$ cat src/rtl/core/assert_macros.svh
// Assertion macros shared by the compensation block.
// Depends on nothing; expects i_clk and i_rst_n in the including scope.
`ifndef ASSERT_MACROS_SVH
`define ASSERT_MACROS_SVH
`ifndef SYNTH
// Checks a condition on every clock edge outside reset.
`define BPC_ASSERT(name, prop) \
    name: assert property (@(posedge i_clk) disable iff (!i_rst_n) (prop)) \
        else $error("assertion failed");
// Checks that a condition holds in the cycle after its trigger.
`define BPC_ASSERT_NEXT(name, trig, prop) \
    name: assert property (@(posedge i_clk) disable iff (!i_rst_n) (trig) |=> (prop)) \
        else $error("assertion failed");
`else
`define BPC_ASSERT(name, prop)
`define BPC_ASSERT_NEXT(name, trig, prop)
`endif
`endif

$ cat src/rtl/core/bpc_pkg.sv
// Types, constants and helper functions of the pressure compensation block.
// Depends on nothing.
`timescale 1ns / 1ps
`default_nettype none
package bpc_pkg;

    // Input and result beats.
    typedef struct packed {
        logic [15:0] raw_temperature;
        logic [23:0] raw_pressure;
    } t_in;

    typedef struct packed {
        logic signed [31:0] pressure_pa;
        logic signed [27:0] temperature_tenths;
        logic [1:0]         error_status;
    } t_out;

    // Calibration set as seen by the datapath.
    typedef struct packed {
        logic [15:0] ac1;
        logic [15:0] ac2;
        logic [15:0] ac3;
        logic [15:0] ac4;
        logic [15:0] ac5;
        logic [15:0] ac6;
        logic [15:0] b1;
        logic [15:0] b2;
        logic [15:0] mc;
        logic [15:0] md;
        logic [1:0]  oss;
    } t_cal;

    // Entry of the queue between front and back.
    typedef struct packed {
        logic [31:0] x1s;
        logic [23:0] up;
    } t_fq;

    // Register indexes.
    localparam logic [2:0] CFG_AC1_AC2 = 3'd0;
    localparam logic [2:0] CFG_AC3_AC4 = 3'd1;
    localparam logic [2:0] CFG_AC5_AC6 = 3'd2;
    localparam logic [2:0] CFG_B1_B2   = 3'd3;
    localparam logic [2:0] CFG_MC_MD   = 3'd4;
    localparam logic [2:0] CFG_OSS     = 3'd5;

    // Status codes.
    localparam logic [1:0] ERR_OK        = 2'd0;
    localparam logic [1:0] ERR_TEMP_DIV0 = 2'd1;
    localparam logic [1:0] ERR_PRES_DIV0 = 2'd2;

    // Arithmetic constants of the compensation.
    localparam logic [31:0] B6_OFFSET   = 32'd4000;
    localparam logic [31:0] K_3038      = 32'd3038;
    localparam logic [31:0] K_M7357     = 32'hFFFF_E343;
    localparam logic [31:0] K_3791      = 32'd3791;
    localparam logic [31:0] K_50000     = 32'd50000;
    localparam logic [31:0] K_32768     = 32'd32768;
    localparam logic [31:0] K_HALF      = 32'h8000_0000;

    localparam int QDEPTH = 4;

    // Arithmetic right shift of a 32-bit word.
    function automatic logic [31:0] asr(input logic [31:0] v, input int unsigned n);
        asr = 32'($signed(v) >>> n);
    endfunction

    // Sign extension of a 16-bit coefficient.
    function automatic logic [31:0] sx16(input logic [15:0] v);
        sx16 = {{16{v[15]}}, v};
    endfunction

endpackage
`default_nettype wire

$ cat src/rtl/core/bpc_fifo.sv
// Short queue between the front and back parts.
// Depends on bpc_pkg for the entry type and depth.
`timescale 1ns / 1ps
`default_nettype none
module bpc_fifo
    import bpc_pkg::*;
(
    input  wire logic i_clk,
    input  wire logic i_rst_n,
    input  wire logic i_push,
    input  wire t_fq  i_data,
    output logic      o_valid,
    output t_fq       o_data,
    output logic      o_almost_full
);
    localparam int AW = $clog2(QDEPTH);
    localparam int CW = $clog2(QDEPTH + 1);

    t_fq           r_mem [0:QDEPTH-1];
    logic [AW-1:0] r_wr_ptr;
    logic [AW-1:0] r_rd_ptr;
    logic [CW-1:0] r_count;
    logic          r_valid;
    logic          pop;

    // The back part never stalls, so an entry leaves as soon as one is held.
    assign pop = (r_count != '0);

    always_ff @(posedge i_clk) begin
        if (i_push) begin
            r_mem[r_wr_ptr] <= i_data;
        end
        if (pop) begin
            o_data <= r_mem[r_rd_ptr];
        end
    end

    always_ff @(posedge i_clk) begin
        if (!i_rst_n) begin
            r_wr_ptr <= '0;
            r_rd_ptr <= '0;
            r_count  <= '0;
            r_valid  <= 1'b0;
        end else begin
            r_valid <= pop;
            if (i_push) begin
                r_wr_ptr <= r_wr_ptr + 1'b1;
            end
            if (pop) begin
                r_rd_ptr <= r_rd_ptr + 1'b1;
            end
            if (i_push && !pop) begin
                r_count <= r_count + 1'b1;
            end else if (!i_push && pop) begin
                r_count <= r_count - 1'b1;
            end
        end
    end

    assign o_valid       = r_valid;
    assign o_almost_full = (r_count >= CW'(QDEPTH - 1));
endmodule
`default_nettype wire

$ cat config.mk
export PLATFORM = sky130hd
export DESIGN_NAME = bpc_fifo
export DESIGN_NICKNAME = d
export VERILOG_FILES = /design/src/rtl/core/assert_macros.svh /design/src/rtl/core/bpc_pkg.sv /design/src/rtl/core/bpc_fifo.sv
export SDC_FILE = /design/constraint.sdc
export NUM_CORES = 1
export LEC_CHECK = 0
export BUFFER_PORTS_ARGS = -buffer_cell sky130_fd_sc_hd__buf_4
export CAP_MARGIN = 0
export CORE_MARGIN = 2
export CORE_UTILIZATION = 40
export CTS_CLUSTER_SIZE = 16
export DETAILED_ROUTE_END_ITERATION = 6
export MAX_ROUTING_LAYER = met4
export PLACE_DENSITY_LB_ADDON = 0.05
export SETUP_SLACK_MARGIN = 0.4
export SYNTH_ARGS = -nofsm -noshare
export SYNTH_HDL_FRONTEND = slang
export SYNTH_SLANG_ARGS = --single-unit
$ cat constraint.sdc
create_clock -name i_clk -period 5 [get_ports i_clk]
set_input_delay 1 -clock i_clk [delete_from_list [all_inputs] [get_ports i_clk]]
set_output_delay 1 -clock i_clk [all_outputs]
set_load 0.1 [all_outputs]
# == After elaboration in Yosys (flattened, before gate mapping) ==
# Memories as Yosys holds them, arrays and structs flattened. A register that Yosys moved wholly into a read port is not among the register bits.
# Index checks and enable logic that the tools add are counted.
# word_totals
word_cells,20
mem_bits_rw,224
input_bits,59
n_memories,1
output_inout_bits,58
regBits,8
# op_classes
addsub,4
reduce_logical,6
mux,4
magnitude_cmp,1
# memory_table
name,depth,word_bits,read_ports,rd_clocked_by_memory_dff,write_ports,line_no,source
r_mem,4,56,1,1,1,bpc_fifo.sv:19,t_fq r_mem [0:QDEPTH-1];
# op_table
op,n
$mux 3,2
$add 2x1->2 const B,2
$add 3x1->3 const B,1
$ge 3x2->1 const B,1
$reduce_bool 3->1,1
$sub 3x1->3 const B,1
$logic_and 1x1->1,2
$logic_not 1->1,2
$mux 1,2
$reduce_bool 2->1,1

# == Depth between registers and ports, before layout ==
# Gate-level depths: netlist of run 1.
# depth
ltp_word,4
ltp_mapped,6
ltp_nobuf,5

# == Worst setup path after synthesis of run 1 ==
# Ideal clock, no wire load.
# synth_timing
path_type,input to register
from,input port i_push
to,"memory r_mem[0][0] in the netlist's numbering, enable pin"
t_arrival_ns,2.328
cell_stages,1
path_slack_ns,2.252
n_path_buf,0
required_time_ns,4.581
setup_ns,0.419
path_cell_list,and2_1
# synth_between
elab_chain_len,2
# synth_lines
item,line_no,source
start: declaration,bpc_fifo.sv:10,"input wire logic i_push,"
$mux 1,bpc_fifo.sv:30,if (i_push) begin
$mux 1 (not written as such),bpc_fifo.sv:31,r_mem[r_wr_ptr] <= i_data;
end: declaration,bpc_fifo.sv:19,
# Every way passes these cells.

# == Final worst setup path of run 1 ==
# layout_timing
from,register r_count[0]
to,output port o_almost_full
# layout_between
elab_chain_len,1
# layout_lines
item,line_no,source
start: declaration,bpc_fifo.sv:22,logic [CW-1:0] r_count;
start signal: assignment,bpc_fifo.sv:53,r_count <= r_count + 1'b1;
start signal: assignment,bpc_fifo.sv:55,r_count <= r_count - 1'b1;
$ge 3x2->1,bpc_fifo.sv:61,assign o_almost_full = (r_count >= CW'(QDEPTH - 1));
end: declaration,bpc_fifo.sv:14,output logic o_almost_full
# Every way passes these cells.

==> results of run 1 <==
worst max-delay path, stage by stage, from the launching register on:
cell     delay, ns
dfxtp_1       0.46
a21o_1        0.17
buf_4         0.29
kinds of logic after synthesis:
group / Yosys count
multiplexers: 58
AND/OR/NAND/NOR: 16
XOR/XNOR: 4
AO/OA/AOI/OAI: 6
flip-flops: 288
buffers and inverters: 17
adder cells (fa/ha/maj): 5
worst max path at each step:
stage / startpoint / cells past startpoint / to / slack (ns)
2_1_floorplan: i_push / 1 / r_mem[0][0] / 2.25
3_3_place_gp: i_push / 2 / r_mem[0][30] / 2.63
3_5_place_dp: i_push / 2 / r_mem[0][36] / 2.62
4_1_cts: r_count[0] / 2 / o_almost_full / 2.52
5_1_grt: r_count[0] / 2 / o_almost_full / 2.49
6_report: r_count[0] / 2 / o_almost_full / 2.56
stage by stage:
stage          area (sq um)  setup WS, ns  hold WS [ns]  util, %  cells
3_5_place_dp          11400          2.62         0.508     45.4    828
4_1_cts               12300          2.52         0.516     49.0    883
3_3_place_gp          11400          2.63         0.486     45.4    828
5_1_grt               12300          2.49         0.539     49.0    883
2_1_floorplan         10200          2.25         0.472        -    394
6_report              12300          2.56         0.518     49.0    883
layout make-up:
cell class / instances / area (sq um) / share of cell area, %
Sequential cell: 288 / 8580 / 69.7
Multi-Input combinational cell: 89 / 1530 / 12.4
Timing Repair Buffer: 118 / 886 / 7.20
Clock buffer: 46 / 852 / 6.93
Tap cell: 330 / 413 / 3.36
Clock inverter: 9 / 38.8 / 0.315
Inverter: 3 / 11.3 / 0.0915
layer usage:
metal	share of wire, %	GRT usage, %	vias up
met2	51	23.3	119
li1	-	-	1934
met1	43	19.0	2276
met5	0	-	-
met4	1.5	3.59	0
met3	5.3	2.63	28
sequential cells by signal, summed over array words and instances, names as in the netlist:
signal / cells
r_mem: 224
r_rd_ptr: 2
r_wr_ptr: 2
r_count: 3
o_data: 56
o_valid: 1
cell usage in the layout, fill, tap and decap left out, drive strengths merged, types with 3 or more instances in the layout:
cell	count
mux4	56
buf	118
edfxtp	280
clkinv	9
inv	3
ha	5
and2	7
dfxtp	8
clkbuf	46
==> metrics.csv, run 1 <==
metric,value,unit
status,"complete, no violations",
fin_crit_sh,48.9,%
synth_adder_area_share,0.612,%
async_flop_share,0,%
synth-simple-area-share,0.943,%
end_kind,primary output,
diodes,0,
syn_area_per_cell,25.9,sq um
area_delta_synth_final,20.4,%
drt_iter0_markers,208,
cts_hold_buf,0,
final_antenna_net_count,0,
synthTopCellsByCount,"edfxtp_1, mux4_2, dfxtp_1",
synth_top_cell_by_area,edfxtp_1,
max_freq,409,MHz
viasPerCell,4.93,
wirelength,18400,um
clkSinkCount,288,
dp_hpwl,9800,um
nets,594,
crit_fanout,7,
synth_top_family_by_area,multiplexers,
hold_class,register to register,
synth.top_cell.area_share,82.3,%
cts_tree,built,
dieArea,0.0268,sq mm
netlist_top_cells_area,"edfxtp_1, mux4_2, dfxtp_1, ha_1, buf_12",
synth.mux.area_fraction,12.5,%
ys_warn_count,0,
h-tree-depth,1,
yosys_register_bits,288,
postCtsSetupBuffers,0,
grt_antenna_before_repair,0,
setup_viol,0,
synth.distinct_cells,24,
clock_latency,0.53,ns
clkTransAtPathRegs,0.06,ns
arrival,1.44,ns
worstPathRequired,4.00,ns
min_to,r_count[2],
grt_max_degree,58,
min_path_cells,2,
synthCells,394,
gp_congestion,0.687,
grt_usage,14.4,%
nFillCells,2087,
initial_core_util,40.7,%
grt_pass1_wl,27800,um
wl_per_cell,20.9,um
hold_viol,0,
max_cap_viol_count,0,
synth-compound-area-share,0.392,%
worstHoldStart,r_count[2],
tightest_slew,0.941,ns
synth_ff_type,edfxtp_1,
syn_area,0.0102,sq mm
cts-buffers-inserted,30,
ff2ff_setup_slack,2.74,ns
dr.pass1.iters,4,
clock_path_buffers,3,
start_kind,register,
rsz0062_at_grt,false,
drv_slew,0,
synthXorXnorAreaFrac,0.343,%
portBuffers,116,
min_period,2.44,ns
max_slew_margin,37.3,%
core-area,0.0251,sq mm
drc_errors,0,
die_x,164,um
drive_above_1_share,39.4,%
ctsResizeCount,0,
grt_pass1_vias,4858,
cts_root_buf,clkbuf_16,
dieHeight,164,um
synth.most_common_cell,edfxtp_1,
grt-ovfl-total,0,
synth-edff-count,280,
timing.clock.skew,0.00758,ns
rr_startpoint,r_rd_ptr[0],
io_pins,117,
ff2ff_path_depth,2,
critPathKind,register to primary output,
rr_endpoint,o_data[24],
dr_total_vias,4357,
synth-seq-area-share,83.8,%
num_rows,58,
synthesis.nets,458,
finalSetupTns,0,ns
Power of run 1 is left out: the tool's default activity adds up to more than one toggle a clock period on the data nets, which glitch-free logic cannot reach.
==> run 2, diff against run 1 <==
- ABC_AREA: not set -> 1
- clock period: 5 -> 2.5 ns (I/O delays scaled with it)
==> run 2 against run 1 <==
  * Sequential share of layout area is 1.6 points lower
  * Die area is 2.1% higher
  * Clock-buffer cell count is 9 lower
  * Via count is 33% higher
  * Clock skew is 0.0028 ns higher
  * Sequential cell count stayed put
  * First-iteration DRC count is 110% higher
  * Non-clock buffer count is 15 higher
  * Final area is 2.3% higher
==> metrics.csv, run 2 <==
metric,value,unit
status,"complete, no violations",
grt_pass1_wl,32000,um
wl_per_cell,18.6,um
synth-seq-area-share,82.0,%
synthTopCellsByCount,"edfxtp_1, nor2_1, o21ai_0",
dp_hpwl,11900,um
max_cap_viol_count,0,
finalSetupTns,0,ns
cts_hold_buf,0,
core-area,0.0258,sq mm
largest_reg_flops,224,
largestRegisters,"r_mem (224), o_data (56), r_count (3)",
initial_core_util,40.4,%
setup_viol,0,
crit_family,buffers and inverters,
drive_above_1_share,22.2,%
cp_slowest_stage_delay,0.37,ns
cts_tree,built,
start_kind,register,
portBuffers,116,
synth-edff-count,280,
min_period,1.96,ns
synthCells,661,
async_flop_share,0,%
wirelength,21400,um
fin_area,0.0126,sq mm
clock_path_buffers,3,
tightest_slew,0.583,ns
ctsResizeCount,0,
netlist_top_cells_area,"edfxtp_1, o21ai_0, nor2_1, o22ai_1, dfxtp_1",
largest_register,r_mem,
hold_viol,0,
viasPerCell,5.05,
grt_pass1_vias,5733,
nets,854,
area_delta_synth_final,20.5,%
mostFrequentLayoutCell,edfxtp_1,
synth.distinct_cells,19,
synthesis.nets,725,
synth.most_common_cell,edfxtp_1,
fin_crit_sh,78.3,%
postCtsSetupBuffers,0,
gp_congestion,0.717,
end_kind,primary output,
grt_max_degree,115,
syn_area_per_cell,15.8,sq um
grt_antenna_before_repair,0,
hold_class,primary input to register,
cts-buffers-inserted,30,
clkSinkCount,288,
arrival,1.46,ns
clock_latency,0.55,ns
grt_usage,15.9,%
dp_cells,1093,
drc_errors,0,
dieArea,0.0274,sq mm
drt_iter0_markers,435,
layoutNonFillerInstCount,1146,
cts_root_buf,clkbuf_16,
crit_path_cell_trace,inv_1 -> o21ai_1 -> buf_4,
die_x,166,um
cp.buffers_inverters,2,
grt-ovfl-total,0,
critPathKind,register to primary output,
dr.pass1.iters,4,
max_slew_margin,61.1,%
dr_total_vias,5783,
syn_area,0.0104,sq mm
final_antenna_net_count,0,
h-tree-depth,1,
cp_slowest_cell,dfxtp_1,
ys_warn_count,0,
num_rows,59,
rsz0062_at_grt,false,
drv_slew,0,
crit_fanout,4,
place_area,0.0116,sq mm
clkTransAtPathRegs,0.06,ns
max_freq,511,MHz
yosys_register_bits,288,
worstPathRequired,2.00,ns
timing.clock.skew,0.0104,ns
synth_ff_type,edfxtp_1,
layout_common_cells,"edfxtp_1, buf_4, nor2_1",
synth_top_cell_by_area,edfxtp_1,
dieHeight,166,um
io_pins,117,
synth.top_cell.area_share,80.5,%
## run 2: worst paths after layout
kind,from,end,slack [ns],depth (start not counted)
min,i_data[7],r_mem[1][7],0.15,1
max,r_count[0],o_almost_full,0.54,3
max reg2reg,r_wr_ptr[0],r_mem[2][53],0.88,5
min reg2reg,r_wr_ptr[1],r_wr_ptr[1],0.54,2
## run 2: logic make-up after synthesis
logic type	Yosys count	synth area share, %
buffers and inverters	54	3.22
and+or+nand+nor	136	4.94
DFF	288	82.0
adders and majority gates	5	0.599
AOI/OAI and AO/OA	178	9.20
## run 2: layout make-up
class,instances,area (sq um)
antenna,1,2.50
clock buffer,37,798
clock inverter,15,144
fill,2227,13200
inverter,18,70.1
multi-input combinational,319,1550
sequential,288,8570
tap,335,419
timing repair buffer,133,1040
## run 2: routing by layer
metal / up-vias / GRT usage, % / share of wire [%]
met5: - / - / 0
met1: 2842 / 20.6 / 44
met4: 0 / 4.39 / 1.6
met2: 159 / 26.1 / 49
met3: 34 / 2.52 / 5.2
li1: 2748 / - / -
## run 2: worst reg2reg max path: cells and delay by family, from the launching register on
family        cells  cell delay (ns)
buf+inv           3             0.74
simple gates      1             0.07
fa+ha+maj         1             0.17
flops             1             0.33
## run 2: metrics by stage
stage	utilization [%]	worst slack, ns	hold WS [ns]
after detailed placement	45.1	0.832	0.536
after floorplan	-	0.228	0.490
final	48.7	0.543	0.151
after global placement	45.1	0.850	0.499
after CTS	48.7	0.519	0.128
after global routing	48.7	0.475	0.140
Power of run 2 is left out for the same reason.
==> run 3, diff against run 2 <==
- ABC_AREA: 1 -> 0
- clock period: 2.5 -> 1.6 ns (I/O delays scaled with it)
==> run 3 against run 2 <==
  * Global-route usage grew 1.4 points
  * Via count down 11%
  * Largest cell class unchanged
  * Clock skew up 0.0040 ns
  * Clock-buffer cell count fell by 3
  * Sequential share of layout area shrank 13 points
  * Critical endpoint unchanged
  * Cell count shrank 9.2%
  * Die area is 2.1% lower
  * Critical path type unchanged
  * The run now ends with negative setup slack left
  * Final area increased by 25%
  * Register-to-register slack lost 0.81 ns
==> metrics.csv, run 3 (same netlist as run 1, synthesis figures left out) <==
metric,value,unit
setup_viol,1,
largestRegisters,"r_mem (224), o_data (56), r_count (3)",
max_cap_viol_count,0,
cp_slowest_cell,dfxtp_2,
status,finished with violations,
largest_reg_flops,224,
largest_register,r_mem,
grt_antenna_before_repair,1,
grt_pass1_vias,5453,
cp.buffers_inverters,2,
core-area,0.0251,sq mm
vdd_drop_max,1.27,mV
cts_tree,built,
power.total,31.9,mW
worstHoldStart,i_rst_n,
cts_root_buf,clkbuf_16,
drc_errors,0,
drv_slew,0,
clock_path_buffers,3,
min_period,1.66,ns
tightest_slew,0.249,ns
h-tree-depth,1,
nFillCells,1760,
setup_ws,-0.0601,ns
wl_per_cell,22.2,um
p_sw,11.9,mW
grt_max_degree,34,
crit_fanout,2,
dr_total_vias,5125,
max_freq,602,MHz
mostFrequentLayoutCell,edfxtp_1,
worstPathRequired,1.28,ns
grt-ovfl-total,0,
power_frac_seq,33.6,%
start_kind,register,
dieArea,0.0268,sq mm
finalSetupTns,-0.0601,ns
wirelength,23100,um
p_per_area,2030,mW/mm^2
p_sw_share,37.4,%
rsz0062_at_grt,true,
grt_usage,17.2,%
crit_path_cell_trace,buf_6 -> a21o_4 -> buf_12,
portBuffers,116,
hold_viol,0,
clock_latency,0.56,ns
initial_core_util,40.7,%
rr_startpoint,r_count[0],
dp_hpwl,10800,um
drt_iter0_markers,363,
p_leak,5.53,nW
critPathKind,register to primary output,
fin_crit_sh,104,%
layout_common_cells,"edfxtp_1, buf_12, buf_4",
timing.clock.skew,0.0144,ns
whs,0.0356,ns
clkTransAtPathRegs,0.06,ns
p_int,19.9,mW
cp_slowest_stage_delay,0.32,ns
dr.pass1.iters,4,
grt_pass1_wl,32700,um
viasPerCell,4.93,
clkSinkCount,288,
io_pins,117,
dieHeight,164,um
gp_congestion,0.673,
num_rows,58,
arrival,1.34,ns
area_delta_synth_final,53.6,%
nets,753,
final_antenna_net_count,0,
end_kind,primary output,
drive_above_1_share,48.0,%
max_slew_margin,83.4,%
startpoint,r_count[0],
hold_class,primary input to register,
die_x,164,um
p_comb_share,46.1,%
crit_family,flip-flops,
cts-buffers-inserted,30,
violations,negative setup slack,
clkPwrFrac,20.2,%
[run 3: changes by cell type in the layout (fill, tap and decap cells not counted), sizes merged, moves of 3 or more]
cell,previous run,this run
nor2,120,0
o21ai,119,2
buf,133,210
dlygate4sd3,0,56
mux4,0,56
o22ai,56,0
inv,19,2
nand2,13,1
clkbuf,37,45
and2,0,7
clkinv,11,15
a21oi,3,0
[run 3: metrics by stage]
| step | std cells | utilization, % | setup slack [ns] | cell area [sq um] |
|---|---|---|---|---|
| 6_report | 1040 | 62.5 | -0.0601 | 15700 |
| 5_1_grt | 1040 | 62.5 | -0.0948 | 15700 |
| 4_1_cts | 1017 | 60.2 | -0.0781 | 15100 |
| 3_5_place_dp | 850 | 47.2 | 0.159 | 11900 |
| 3_3_place_gp | 850 | 47.2 | 0.194 | 11900 |
| 2_1_floorplan | 394 | - | -0.251 | 10300 |
[run 3: final cells by class]
| type | count | area, sq um | share of cell area, % |
|---|---|---|---|
| flip-flops and latches | 288 | 8590 | 54.7 |
| clock inverters | 18 | 140 | 0.892 |
| repair buffers | 277 | 4130 | 26.3 |
| clock buffers | 34 | 766 | 4.88 |
| well taps | 330 | 413 | 2.63 |
| diodes | 1 | 2.50 | 0.0159 |
| multi-input cells | 89 | 1640 | 10.4 |
| inverters | 3 | 20.0 | 0.127 |
[run 3: power by group through the flow]
stage	sequential (mW)	combinational, mW	clock, mW
global placement	10.4	10.5	0
floorplan	15.9	2.62	0
detailed placement	10.4	10.6	0
CTS	10.7	14.4	6.57
finish	10.7	14.7	6.44
global route	10.8	15.2	6.85
[run 3: path summary, 6_finish.rpt]
check                        to  slack, ns  cells past startpoint
setup / recovery  o_almost_full      -0.06                      3
hold / removal      r_rd_ptr[1]       0.04                      2
setup reg to reg      o_data[7]       0.07                      7
hold reg to reg      r_count[2]       0.53                      2
[run 3: timing repair]
item / in CTS / in global routing
endpoints found under the setup margin: 397 / 398
setup buffers: 37 / 10
hold buffers: 56 / 0
resized for setup: 221 / 41
cloned: 22 / 12
pin swaps: 4 / 2
endpoints found under the hold margin: 224 / 0
[run 3: routing by layer]
metal | wire length [um] | global-route usage [%] | share of wire (%)
met1 | 10100 | 22.3 | 44
met2 | 11700 | 28.9 | 51
met3 | 774 | 2.65 | 3.4
met4 | 486 | 4.35 | 2.1
met5 | 0 | - | 0
[run 3: worst reg2reg max path, stage by stage (launching register included)]
cell and delay, ns:
dfxtp_2 0.32, buf_4 0.13, nor3_4 0.15, buf_6 0.14
clkinvlp_4 0.14, buf_6 0.16, buf_6 0.11, buf_16 0.14
No activity file was read; power rests on OpenSTA's default activity.
