===== config.mk =====
export PLATFORM = sky130hd
export DESIGN_NAME = bpc_front
export DESIGN_NICKNAME = d
export VERILOG_FILES = /design/src/rtl/core/assert_macros.svh /design/src/rtl/core/bpc_pkg.sv /design/src/rtl/core/bpc_front.sv
export SDC_FILE = /design/constraint.sdc
export NUM_CORES = 1
export LEC_CHECK = 0
export BUFFER_PORTS_ARGS = -buffer_cell sky130_fd_sc_hd__buf_4
export CORE_MARGIN = 2
export CORE_UTILIZATION = 50
export DETAILED_ROUTE_END_ITERATION = 7
export PLACE_DENSITY = 0.84
export SYNTH_ARGS = -nofsm -noshare
export SYNTH_HDL_FRONTEND = slang
export SYNTH_SLANG_ARGS = --single-unit

===== constraint.sdc =====
create_clock -name i_clk -period 9.2 [get_ports i_clk]
set_input_delay 0.46 -clock i_clk [delete_from_list [all_inputs] [get_ports i_clk]]
set_output_delay 0.46 -clock i_clk [all_outputs]
set_load 0.1 [all_outputs]

===== src/rtl/core/assert_macros.svh =====
// Assertion macros shared by the compensation block.
// Depends on nothing; expects i_clk and i_rst_n in the including scope.
`ifndef ASSERT_MACROS_SVH
`define ASSERT_MACROS_SVH
`ifndef SYNTH
// Checks a condition on every clock edge outside reset.
`define BPC_ASSERT(name, prop) \
    name: assert property (@(posedge i_clk) disable iff (!i_rst_n) (prop)) \
        else $error("assertion failed");
// Checks that a condition holds in the cycle after its trigger.
`define BPC_ASSERT_NEXT(name, trig, prop) \
    name: assert property (@(posedge i_clk) disable iff (!i_rst_n) (trig) |=> (prop)) \
        else $error("assertion failed");
`else
`define BPC_ASSERT(name, prop)
`define BPC_ASSERT_NEXT(name, trig, prop)
`endif
`endif


===== src/rtl/core/bpc_pkg.sv =====
// Types, constants and helper functions of the pressure compensation block.
// Depends on nothing.
`timescale 1ns / 1ps
`default_nettype none
package bpc_pkg;

    // Input and result beats.
    typedef struct packed {
        logic [15:0] raw_temperature;
        logic [23:0] raw_pressure;
    } t_in;

    typedef struct packed {
        logic signed [31:0] pressure_pa;
        logic signed [27:0] temperature_tenths;
        logic [1:0]         error_status;
    } t_out;

    // Calibration set as seen by the datapath.
    typedef struct packed {
        logic [15:0] ac1;
        logic [15:0] ac2;
        logic [15:0] ac3;
        logic [15:0] ac4;
        logic [15:0] ac5;
        logic [15:0] ac6;
        logic [15:0] b1;
        logic [15:0] b2;
        logic [15:0] mc;
        logic [15:0] md;
        logic [1:0]  oss;
    } t_cal;

    // Entry of the queue between front and back.
    typedef struct packed {
        logic [31:0] x1s;
        logic [23:0] up;
    } t_fq;

    // Register indexes.
    localparam logic [2:0] CFG_AC1_AC2 = 3'd0;
    localparam logic [2:0] CFG_AC3_AC4 = 3'd1;
    localparam logic [2:0] CFG_AC5_AC6 = 3'd2;
    localparam logic [2:0] CFG_B1_B2   = 3'd3;
    localparam logic [2:0] CFG_MC_MD   = 3'd4;
    localparam logic [2:0] CFG_OSS     = 3'd5;

    // Status codes.
    localparam logic [1:0] ERR_OK        = 2'd0;
    localparam logic [1:0] ERR_TEMP_DIV0 = 2'd1;
    localparam logic [1:0] ERR_PRES_DIV0 = 2'd2;

    // Arithmetic constants of the compensation.
    localparam logic [31:0] B6_OFFSET   = 32'd4000;
    localparam logic [31:0] K_3038      = 32'd3038;
    localparam logic [31:0] K_M7357     = 32'hFFFF_E343;
    localparam logic [31:0] K_3791      = 32'd3791;
    localparam logic [31:0] K_50000     = 32'd50000;
    localparam logic [31:0] K_32768     = 32'd32768;
    localparam logic [31:0] K_HALF      = 32'h8000_0000;

    localparam int QDEPTH = 4;

    // Arithmetic right shift of a 32-bit word.
    function automatic logic [31:0] asr(input logic [31:0] v, input int unsigned n);
        asr = 32'($signed(v) >>> n);
    endfunction

    // Sign extension of a 16-bit coefficient.
    function automatic logic [31:0] sx16(input logic [15:0] v);
        sx16 = {{16{v[15]}}, v};
    endfunction

endpackage
`default_nettype wire


===== src/rtl/core/bpc_front.sv =====
// Front part: takes the raw beat, aligns the pressure and forms X1.
// Depends on bpc_pkg.
`timescale 1ns / 1ps
`default_nettype none
module bpc_front
    import bpc_pkg::*;
(
    input  wire logic i_clk,
    input  wire logic i_rst_n,
    input  wire logic i_accept,
    input  wire t_in  i_item,
    input  wire t_cal i_cal,
    output logic      o_push,
    output t_fq       o_data
);
    logic        r_v0, r_v1;
    t_in         r_item;
    logic [31:0] r_prod;
    logic [23:0] r_up;
    logic [31:0] prod;
    logic [23:0] up;

    // Temperature product and pressure alignment.
    assign prod = ({16'd0, r_item.raw_temperature} - {16'd0, i_cal.ac6})
                  * {16'd0, i_cal.ac5};

    always_comb begin
        unique case (i_cal.oss)
            2'd0:    up = r_item.raw_pressure >> 8;
            2'd1:    up = r_item.raw_pressure >> 7;
            2'd2:    up = r_item.raw_pressure >> 6;
            default: up = r_item.raw_pressure >> 5;
        endcase
    end

    always_ff @(posedge i_clk) begin
        if (!i_rst_n) begin
            r_v0   <= 1'b0;
            r_v1   <= 1'b0;
            o_push <= 1'b0;
        end else begin
            r_v0   <= i_accept;
            r_v1   <= r_v0;
            o_push <= r_v1;
        end
        r_item <= i_item;
        r_prod <= prod;
        r_up   <= up;
        // Division by 2^15 that truncates toward zero.
        o_data.x1s <= r_prod[31] ? asr(r_prod + 32'd32767, 15) : asr(r_prod, 15);
        o_data.up  <= r_up;
    end
endmodule
`default_nettype wire


# == After elaboration in Yosys (flattened, before gate mapping) ==
# Index checks and enable logic that the tools add are counted.
# totals
regBits,130
elab_cells,18
# op_classes
add_sub_neg,2
reduce_logical,1
n_mux,2
eq_ne,2
mul,1
# op_table
op,n
19-bit case mux with 3 select lines,1
"32-bit by 15-bit adder with 32-bit output, second input constant",1
17-bit by 17-bit multiplier with 32-bit output,1
16-bit by 16-bit subtractor with 17-bit output,1
16-bit 2-to-1 mux,1
"2-bit by 1-bit == test with 1-bit output, second input constant",1
"2-bit == test, second input constant",1
2-bit logical NOT,1

# == Longest topological paths before layout ==
# Gate-level depths: netlist of run 1.
# logic_depth
ltp_word,2
ltp_mapped,33

# == Worst setup path before layout of run 1 ==
# No wires, ideal clock.
# synth_timing
path_kind,input-to-reg
start,input i_cal[66] (netlist bit)
end,register r_prod[31]
required_ns,9.073
path_stages,27
setup_slack_ns,1.575
n_path_buf,1
arrival_time_ns,7.498
setup_time_ns,0.127
path_cell_list,ha_1 -> fa_1 -> nor2b_4 -> o31a_1 -> o211ai_2 -> a211oi_2 -> nor3_1 -> nor3_1 -> nor3_1 -> clkbuf_1 -> and2_1 -> fa_1 -> inv_1 -> fa_1 -> inv_1 -> fa_1 -> fa_1 -> fa_1 -> inv_1 -> fa_1 -> inv_1 -> ha_1 -> nand4_1 -> or4_1 -> o211a_1 -> o311ai_1 -> xnor2_1
# synth_between
elab_chain_cells,2
# synth_rtl
item,line_no,text
start: declaration,bpc_front.sv:12,"input wire t_cal i_cal,"
16-bit by 16-bit subtractor with 17-bit output,bpc_front.sv:24,"assign prod = ({16'd0, r_item.raw_temperature} - {16'd0, i_cal.ac6})"
17-bit by 17-bit multiplier with 32-bit output,bpc_front.sv:25,"* {16'd0, i_cal.ac5};"
net prod[31],bpc_front.sv:20,logic [31:0] prod;
end signal: assignment,bpc_front.sv:47,r_prod <= prod;
end: declaration,bpc_front.sv:18,logic [31:0] r_prod;
# The timed path passes the listed nets, and every way through them passes these cells.
# A chain may end at the register's enable or synchronous reset.

# == Worst setup path in the final report of run 1 ==
# layout_timing
start,register r_item[24] (netlist bit)
end,register r_prod[30]
# layout_between
elab_chain_cells,2
# layout_rtl
item,line_no,text
start: declaration,bpc_front.sv:17,t_in r_item;
start signal: assignment,bpc_front.sv:46,r_item <= i_item;
16-bit by 16-bit subtractor with 17-bit output,bpc_front.sv:24,
17-bit by 17-bit multiplier with 32-bit output,bpc_front.sv:25,
net prod[30],bpc_front.sv:20,
# The timed path passes the listed nets, and every way through them passes these cells.

==> metrics.md, run 1 <==
| Metric | Value |
|---|---|
| CTS root buffer | `clkbuf_16` |
| Core footprint | `28630 um2` |
| Initial antenna violation count | `0` |
| Antenna violation net count after detailed routing | `0` |
| Post-CTS Setup Bufs | `0` |
| EDFF count, synth | `0` |
| Setup CP Type | `reg2reg` |
| Initial Util | `50.73%` |
| MaxCap Viol Count | `0` |
| Slowest CP cell | `a2111oi_0` |
| RSZ-0062 raised after global routing | `false` |
| Row cnt | `62` |
| First-pass DRT Iterations | `5` |
| Drt total wl | `32310 um` |
| Die width | `174.4 um` |
| Mux contribution to synthesized area | `2.628%` |
| Ys flop type | `dfxtp_1` |
| Slowest stage delay, CP | `0.62 ns` |
| Area of the multi-input gates | `10400 um2` |
| Global-route wire length before repair | `53540 um` |
| HP Class | `in2reg` |
| Gr usage total | `22.34%` |
| Syn avg cell area | `9.560 um2` |
| Outcome | `complete, no violations` |
| Crit-path most repeated cell | `fa_1` |
| Area leader, netlist | `fa_1` |
| Nets | `2178` |
| Vias per Instance | `5.198` |
| Post-synthesis xor/xnor area fraction | `4.394%` |
| Antenna Cells | `0` |
| Largest cells by area after synthesis | `fa_1 (36%), dfxtp_1 (17%), inv_1 (9.2%)` |
| Vias in the first global route | `11304` |
| Drt drc | `0` |
| Die Span Y | `174.4 um` |
| Fmax | `117.8 MHz` |
| Clock sink count | `125` |
| Post-synth top area share | `36.39%` |
| Critical Path RT | `9.50 ns` |
| Final Max Tran Viols | `0` |
| Iteration-0 DRC Markers | `707` |
| Share of layout cells above drive strength 1 | `12.32%` |
| Ys Warns | `0` |
| Pin count of the biggest net entering global routing | `22` |
| Clock Tree Buf Depth | `2` |
| I/O Buffers | `123` |
| Total CTS buffers | `17` |
| Register area | `2502 um2` |
| Fin. Hold Viols | `0` |
| DP HPWL | `24990 um` |
| Post-Synth Simple-Gate Area | `14.46%` |
| Fill cells | `2306` |
| Flops & latches, synth | `125` |
| CTS tree | `yes` |
| Distinct cells, synth | `65` |
| Vias | `10433` |
| Routability cong. | `0.9046` |
| Max-slew headroom | `30.08%` |
| Endpoint class of the critical path | `flip-flop` |
| CTS HTree Levels | `4` |
| Most frequent cell after synthesis | `inv_1` |
| Clk_lat worst skew | `0.44 ns` |
| Element type at the critical path start | `flip-flop` |
| Grt total ovfl | `0` |
| Crit path DAT | `8.79 ns` |
| Fin crit share | `92.27%` |
| Area of the mapped netlist | `14520 um2` |
| Post-synthesis sequential area ratio | `17.23%` |
| Synth Area in Compound Gates | `4.739%` |
| Synth-to-layout area growth | `12.50%` |
| Minimum clock period | `8.489 ns` |
| TNS Setup | `0 ns` |
| I/O Pins | `262` |
| Post-CTS resize count | `0` |
| Adder-Cell Fraction of Synth Area | `44.93%` |
| Clk_skew | `0.01262 ns` |
| Largest family of logic cells by synthesized area | `adder cells` |
| Cells after Synth | `1519` |
| Wirelength per Cell | `16.10 um` |
| CTS clk-pin slew, worst paths | `0.07 ns` |
| Commonest cells post-synth | `inv_1 (354), fa_1 (264), nand2_1 (153)` |
| Crit path max fanout | `5` |
| Final setup fails | `0` |
| Least-Margin Pin Slew | `1.044 ns` |
| Hold buffer count at cts | `0` |
| Die ar. | `30420 um2` |
| Asr flop ratio synth | `0%` |
| R2R Setup Slk | `0.71 ns` |
## metal layers
metal / wire length, um / GRT usage [%]
met4: 1773 / 12.29
met1: 11890 / 25.67
met5: 0 / 0
met2: 16410 / 39.65
met3: 2230 / 3.718
## registers in the layout, indices dropped and copies added, names as in the netlist
register and cells:
o_data 36, o_push 1, r_item 35, r_prod 32, r_up 19, r_v0 1, r_v1 1
## cell usage in the layout (no fill, tap or decap), types with 3 or more instances in the layout
cell type  instances
xnor2_2            5
buf_4            137
nand2b_1          15
inv_6              5
nor2_1            31
nand4_1           10
nor4_1             4
dfxtp_1          125
nor2b_1           27
a21o_1             6
o21ai_1            3
ha_1              99
clkinv_8           5
nand3b_1           3
nor3_1            11
nand3_1           13
fa_1             264
o31a_1             3
inv_1            354
and3_1             3
mux4_2            12
o21bai_1           3
xnor2_1           54
and2_1           117
xor2_1            12
o21a_1            12
a22o_1             3
or2_2              3
o21ai_0           20
a211oi_1           4
or3_1              3
inv_8              3
nand2_1          153
a21oi_1           23
clkbuf_16         17
o31ai_1            3
a31oi_1            5
conb_1             5
and2_4             3
mux2i_1           10
## cells by family after synthesis
| family | Yosys count |
|---|---|
| xor+xnor | 72 |
| flops | 125 |
| mux | 23 |
| compound gates | 104 |
| buf+inv | 423 |
| fa+ha+maj | 363 |
| simple gates | 408 |
| other cells | 1 |
## through the flow
step / instance area, um2 / cells / worst slack, ns / hold slack (ns) / util, %
after floorplan: 14540 / 1523 / 1.575 / 0.3096 / -
after global placement: 15730 / 1975 / 0.5260 / 0.3107 / 54.96
after detailed placement: 15730 / 1975 / 0.3929 / 0.3121 / 54.96
after CTS: 16330 / 2007 / 0.5843 / 0.1076 / 57.05
after global routing: 16340 / 2007 / 0.3402 / 0.1058 / 57.07
final: 16340 / 2007 / 0.7112 / 0.1226 / 57.07
## final timing paths
path,endpoint,from,cells after the start
max,r_prod[30],r_item[24],30
min,r_item[32],i_item[32],1
max reg2reg,r_prod[30],r_item[24],30
min reg2reg,o_data[4],r_up[4],0
## worst max-delay path, delay by kind of cell, from the launching register on
| family | cells | cell delay [ns] |
|---|---|---|
| mux | 1 | 0.22 |
| xor+xnor | 1 | 0.54 |
| compound gates | 11 | 2.65 |
| flops | 1 | 0.31 |
| simple gates | 3 | 0.54 |
| buf+inv | 5 | 0.29 |
| fa+ha+maj | 9 | 3.80 |
## final cells by class
class / instances / area share, %
Multi-Input combinational cell: 975 / 63.64
Sequential cell: 125 / 15.32
Inverter: 354 / 8.134
Timing Repair Buffer: 137 / 6.296
Tap cell: 384 / 2.941
Clock buffer: 17 / 2.604
Clock inverter: 15 / 1.072
Power of run 1 is left out: the tool's default activity adds up to more than one toggle a clock period on the data nets, which glitch-free logic cannot reach.
==> inputs of run 2 (changes only) <==
Settings changed: CTS_CLUSTER_DIAMETER from default to 150, PLACE_DENSITY 0.84 to 0.87, SETUP_SLACK_MARGIN from default to 0.4.
Clock period 9.2 ns to 7 ns, I/O delays scaled along.
==> run 2 against run 1 <==
The run now ends with setup timing left. Critical path depth stayed put. Via count is 9.5% higher. Global-route usage is 3.3 points higher. Setup slack worse by 1.2 ns. First-iteration DRC count is 9.8% lower. Sequential share of layout area is 1.6 points lower. Final area is 12% higher. Die area stayed put. Final cell count is 8.0% higher. Count of clock-buffer cells in the layout stayed put. Largest cell class unchanged. Highest routed layer unchanged.
==> metrics.md, run 2 (same netlist as run 1, synthesis figures left out) <==
| Metric | Value |
|---|---|
| Slowest stage delay, CP | `0.57 ns (-0.05 ns)` |
| Fmax | `133.1 MHz (+13%)` |
| Element type at the critical path start | `flip-flop` |
| CTS tree | `yes` |
| Grt total ovfl | `0 (unchanged)` |
| Placed inst area | `16780 um2 (+6.7%)` |
| Setup ws final | `-0.5127 ns (-1.224 ns)` |
| Total CTS buffers | `17 (unchanged)` |
| CTS clk-pin slew, worst paths | `0.09 ns (+0.02 ns)` |
| Max-slew headroom | `37.11% (+7.0 points)` |
| Outcome | `finished, violations left` |
| DP HPWL | `27830 um (+11%)` |
| Fin crit share | `107.3% (+15 points)` |
| Gr usage total | `25.64% (+3.3 points)` |
| R2R Setup Slk | `-0.51 ns (-1.22 ns)` |
| I/O Pins | `262 (unchanged)` |
| Routability cong. | `0.9009 (-0.41%)` |
| Initial antenna violation count | `0 (unchanged)` |
| Commonest non-fill, non-tap cells in the layout | `inv_1 (335), buf_4 (281), fa_1 (254), nand2_1 (147), dfxtp_1 (124)` |
| Crit path DAT | `7.79 ns (-1.00 ns)` |
| Core footprint | `28630 um2 (unchanged)` |
| Iteration-0 DRC Markers | `638 (-9.8%)` |
| WHS Path Cells | `1 (unchanged)` |
| Failing checks | `setup timing` |
| Antenna Cells | `0 (unchanged)` |
| Critical Path RT | `7.28 ns (-2.22 ns)` |
| Drt drc | `0 (unchanged)` |
| Initial Util | `50.73% (unchanged)` |
| MaxCap Viol Count | `0 (unchanged)` |
| Crit-path most repeated cell | `fa_1` |
| Most common cell after layout, fill and taps aside | `inv_1` |
| Wirelength per Cell | `17.35 um (+7.8%)` |
| CTS HTree Levels | `4 (unchanged)` |
| Fin. Hold Viols | `0 (unchanged)` |
| Placed Cells | `2097 (+6.2%)` |
| Final Non-Filler Cells | `2168 (+8.0%)` |
| Minimum clock period | `7.513 ns (-0.9761 ns)` |
| Clk_lat worst skew | `0.44 ns (about the same)` |
| Clock Tree Buf Depth | `2 (unchanged)` |
| Row cnt | `62 (unchanged)` |
| Drt total wl | `37620 um (+16%)` |
| Worst-case reg-to-reg path depth | `30 (unchanged)` |
| Synth-to-layout area growth | `25.57%` |
| Die Span Y | `174.4 um (unchanged)` |
| Post-route cell area | `18240 um2 (+12%)` |
| Final setup fails | `15 (+15)` |
| Largest regs | `o_data x36, r_item x35, r_prod x32` |
| CTS root buffer | `clkbuf_16` |
| Largest register by flop count | `o_data` |
| HP Class | `in2reg` |
| Global-route wire length before repair | `61930 um (+16%)` |
| First-pass DRT Iterations | `7 (+2)` |
| Antenna violation net count after detailed routing | `0 (unchanged)` |
| Clk_skew | `0.03057 ns (+0.01795 ns)` |
| Pin count of the biggest net entering global routing | `22 (unchanged)` |
| Final Max Tran Viols | `0 (unchanged)` |
| Nets | `2339 (+7.4%)` |
| Die ar. | `30420 um2 (unchanged)` |
| Clock sink count | `125 (unchanged)` |
| Endpoint class of the critical path | `flip-flop` |
| Vias in the first global route | `12960 (+15%)` |
| Slowest CP cell | `or4_4` |
| Vias | `11427 (+9.5%)` |
| Die width | `174.4 um (unchanged)` |
| Setup CP Type | `reg2reg` |
| Vias per Instance | `5.271 (+1.4%)` |
| Max FFs per register | `36 (unchanged)` |
| Least-Margin Pin Slew | `0.9347 ns (-0.1089 ns)` |
| Post-layout util | `63.70% (+6.6 points)` |
| Crit path max fanout | `5 (unchanged)` |
| I/O Buffers | `123 (unchanged)` |
| RSZ-0062 raised after global routing | `true` |
| Share of layout cells above drive strength 1 | `26.35% (+14 points)` |
| TNS Setup | `-5.399 ns (-5.399 ns)` |
[run 2: cell count changes in the layout (fill, tap and decap cells not counted), sizes merged]
cell         delta
buf           +159
inv             +2
clkinv          -2
dlygate4sd3     +2
[run 2: timing repair]
item                                    in CTS  in global routing
resized for setup                           90                 38
pin swaps                                  111                 31
hold buffers                                 2                  0
endpoints found under the setup margin      20                 21
setup buffers                               27                 10
endpoints found under the hold margin        2                  0
[run 2: metrics by stage]
| stage | worst slack, ns | hold slack (ns) |
|---|---|---|
| 3_3_place_gp | -0.7807 | 0.3098 |
| 3_5_place_dp | -1.015 | 0.3121 |
| 6_report | -0.5127 | 0.01597 |
| 2_1_floorplan | -0.1643 | 0.3096 |
| 5_1_grt | -0.7434 | 0.001755 |
| 4_1_cts | -0.3266 | 0.005011 |
[run 2: routing by layer]
metal / wire length, um / GRT usage [%] / vias up / part of all wire, %
li1: - / - / 5044 / -
met3: 2111 / 4.112 / 179 / 5.6
met1: 13170 / 27.52 / 5745 / 35
met5: 0 / 0 / - / 0
met2: 20090 / 46.96 / 459 / 53
met4: 2249 / 16.00 / 0 / 6.0
[run 2: final timing paths]
path,from,endpoint
hold / removal,i_item[12],r_item[12]
setup reg to reg,r_item[24],r_prod[31]
setup / recovery,r_item[24],r_prod[31]
hold reg to reg,r_up[13],o_data[13]
[run 2: layout make-up]
class	instances	area, um2
multi-input combinational	975	11020
fill	2061	10390
clock inverter	15	162.7
tap	384	480.5
sequential	125	2504
inverter	354	1331
timing repair buffer	298	2316
clock buffer	17	425.4
[run 2: worst max-delay path: cells and delay by family (launching register included)]
kind                       cells  cell delay, ns
AOI/OAI and AO/OA              5            1.01
xor gates and xnor gates       2            0.29
adders and majority gates      9            3.89
buffers and inverters          9            0.93
DFF                            1            0.32
and+or+nand+nor                5            0.93
Power of run 2 is left out for the same reason.
==> inputs of run 3 (changes only) <==
Settings changed: CORE_UTILIZATION 50 to 53, PLACE_DENSITY 0.87 to 0.9.
==> run 3 against run 2 <==
The flow still finishes with violations (setup timing). Clock skew is 0.014 ns lower. Non-clock buffer count is 20 lower. Largest cell class unchanged. Count of clock-buffer cells in the layout stayed put. Critical path depth stayed put. Setup slack worse by 0.22 ns. Core utilization is 3.1 points higher. Worst hold slack better by 0.0079 ns. Via count is 2.7% higher. Critical path type unchanged. Maximum frequency is 2.8% lower. Register-to-register slack worse by 0.22 ns. First-iteration DRC count is 37% higher. Global-route usage is 2.9 points higher.
==> metrics.md, run 3 (same netlist as run 1, synthesis figures left out) <==
| Metric | Value |
|---|---|
| Outcome | `finished, violations left` |
| Failing checks | `setup timing` |
| Nets | `2319 (-0.86%)` |
| Setup ws final | `-0.7279 ns (-0.2152 ns)` |
| Die ar. | `28740 um2 (-5.5%)` |
| HP Start | `i_item[39]` |
| Clock sink count | `125 (unchanged)` |
| Gr usage total | `28.49% (+2.9 points)` |
| Hold Crit Endpoint | `r_item[39]` |
| Element type at the critical path start | `flip-flop` |
| CP top delay family | `adder cells` |
| Core footprint | `26950 um2 (-5.8%)` |
| Crit Reg-Reg Endpoint | `r_prod[31]` |
| Die width | `169.5 um (-2.8%)` |
| CTS tree | `yes` |
| Antenna Cells | `0 (unchanged)` |
| CTS clk-pin slew, worst paths | `0.08 ns (about the same)` |
| Vias | `11740 (+2.7%)` |
| Die Span Y | `169.5 um (-2.8%)` |
| Reg2reg start | `r_item[24]` |
| CTS root buffer | `clkbuf_16` |
| MaxCap Viol Count | `0 (unchanged)` |
| Fin. Hold Viols | `0 (unchanged)` |
| Share of layout cells above drive strength 1 | `26.13% (-0.21 points)` |
| Clk_lat worst skew | `0.42 ns (-0.02 ns)` |
| Final setup fails | `13 (-2)` |
| Clock Tree Buf Depth | `2 (unchanged)` |
| Met3 WL post-DR | `2798 um (+33%)` |
| Minimum clock period | `7.728 ns (+0.2152 ns)` |
| Initial antenna violation count | `0 (unchanged)` |
| Met2 wire len | `20970 um (+4.4%)` |
| CTS HTree Levels | `4 (unchanged)` |
| Largest register by flop count | `o_data` |
| Iteration-0 DRC Markers | `874 (+37%)` |
| Wirelength per Cell | `19.25 um (+11%)` |
| Most common cell after layout, fill and taps aside | `inv_1` |
| Final Max Tran Viols | `0 (unchanged)` |
| Critical Path RT | `7.26 ns (-0.02 ns)` |
| Slowest stage delay, CP | `0.60 ns (+0.03 ns)` |
| Vias per Instance | `5.577 (+5.8%)` |
| Clk_skew | `0.01620 ns (-0.01438 ns)` |
| Drt drc | `0 (unchanged)` |
| First-pass DRT Iterations | `5 (-2)` |
| Grt total ovfl | `0 (unchanged)` |
| DP HPWL | `28700 um (+3.2%)` |
| Pin count of the biggest net entering global routing | `22 (unchanged)` |
| Fmax | `129.4 MHz (-2.8%)` |
| Slowest CP cell | `or4_4` |
| HP Class | `in2reg` |
| Setup CP Type | `reg2reg` |
| DR top layer | `met4` |
| Commonest non-fill, non-tap cells in the layout | `inv_1 (329), buf_4 (270), fa_1 (250), nand2_1 (149), dfxtp_1 (124)` |
| Global-route wire length before repair | `63470 um (+2.5%)` |
| Initial Util | `53.88% (+3.2 points)` |
| Fin crit share | `110.4% (+3.1 points)` |
| Crit path DAT | `7.99 ns (+0.20 ns)` |
| I/O Buffers | `123 (unchanged)` |
| Max-slew headroom | `31.43% (-5.7 points)` |
| Max FFs per register | `36 (unchanged)` |
| Endpoint class of the critical path | `flip-flop` |
| Total CTS buffers | `17 (unchanged)` |
| CP bufs+invs | `7 (-2)` |
| Antenna violation net count after detailed routing | `0 (unchanged)` |
| Least-Margin Pin Slew | `1.019 ns (+0.08451 ns)` |
| Row cnt | `60 (-3.2%)` |
| R2R Setup Slk | `-0.73 ns (-0.22 ns)` |
| I/O Pins | `262 (unchanged)` |
| Worst-case reg-to-reg path depth | `30 (unchanged)` |
| Drt total wl | `40520 um (+7.7%)` |
| Largest regs | `o_data x36, r_item x35, r_prod x32` |
| Post-layout util | `66.85% (+3.1 points)` |
| Crit path max fanout | `8 (+3)` |
| Synth-to-layout area growth | `24.07%` |
| Met1 Wirelength | `13210 um (+0.31%)` |
| Hold buffer count at cts | `0 (-2)` |
| RSZ-0062 raised after global routing | `true` |
| Vias in the first global route | `13420 (+3.5%)` |
| WHS Path Cells | `1 (unchanged)` |
| Routability cong. | `0.9186 (+2.0%)` |
| Critical path depth | `30 (unchanged)` |
run 3: changes by cell type in the layout (fill, tap and decap cells not counted), sizes merged:
cell,change
buf,-18
dlygate4sd3,-2
clkinv,+1
inv,-1
run 3: how the worst max path moves through the flow:
stage                          start    endpoint  slack (ns)
after global routing      r_item[24]  r_prod[31]       -0.94
after global placement     i_cal[67]  r_prod[30]       -0.82
after detailed placement   i_cal[67]  r_prod[30]       -0.90
after CTS                 r_item[24]  r_prod[27]       -0.57
final                     r_item[24]  r_prod[31]       -0.73
after floorplan            i_cal[66]  r_prod[31]       -0.16
run 3: cell type report:
type	count	area [um2]
flip-flops and latches	125	2504
clock buffers	17	425.4
clock inverters	15	165.2
multi-input cells	975	11040
well taps	341	426.7
fillers	1782	8934
inverters	354	1329
repair buffers	278	2126
run 3: timing repair:
action,4_1_cts,5_1_grt
endpoints found under the setup margin,19,19
resized for setup,76,55
pin swaps,49,35
buffers inserted,14,8
run 3: per-layer routing:
| layer | vias up | track usage [%] |
|---|---|---|
| li1 | 5001 | - |
| met1 | 5717 | 28.12 |
| met2 | 726 | 52.56 |
| met3 | 296 | 5.177 |
| met4 | 0 | 22.22 |
| met5 | - | 0 |
run 3: stage by stage:
| stage | hold slack, ns | setup TNS [ns] | cell area [um2] | setup WS [ns] | std cells |
|---|---|---|---|---|---|
| 2_1_floorplan | 0.3096 | -0.3284 | 14700 | -0.1643 | 1523 |
| 3_3_place_gp | 0.3098 | -7.073 | 16690 | -0.8166 | 2051 |
| 3_5_place_dp | 0.3121 | -9.007 | 16690 | -0.9018 | 2051 |
| 4_1_cts | 0.01111 | -4.754 | 17730 | -0.5700 | 2097 |
| 5_1_grt | 0.01406 | -9.601 | 18020 | -0.9364 | 2105 |
| 6_report | 0.02390 | -6.075 | 18020 | -0.7279 | 2105 |
Power of run 3 is left out for the same reason.
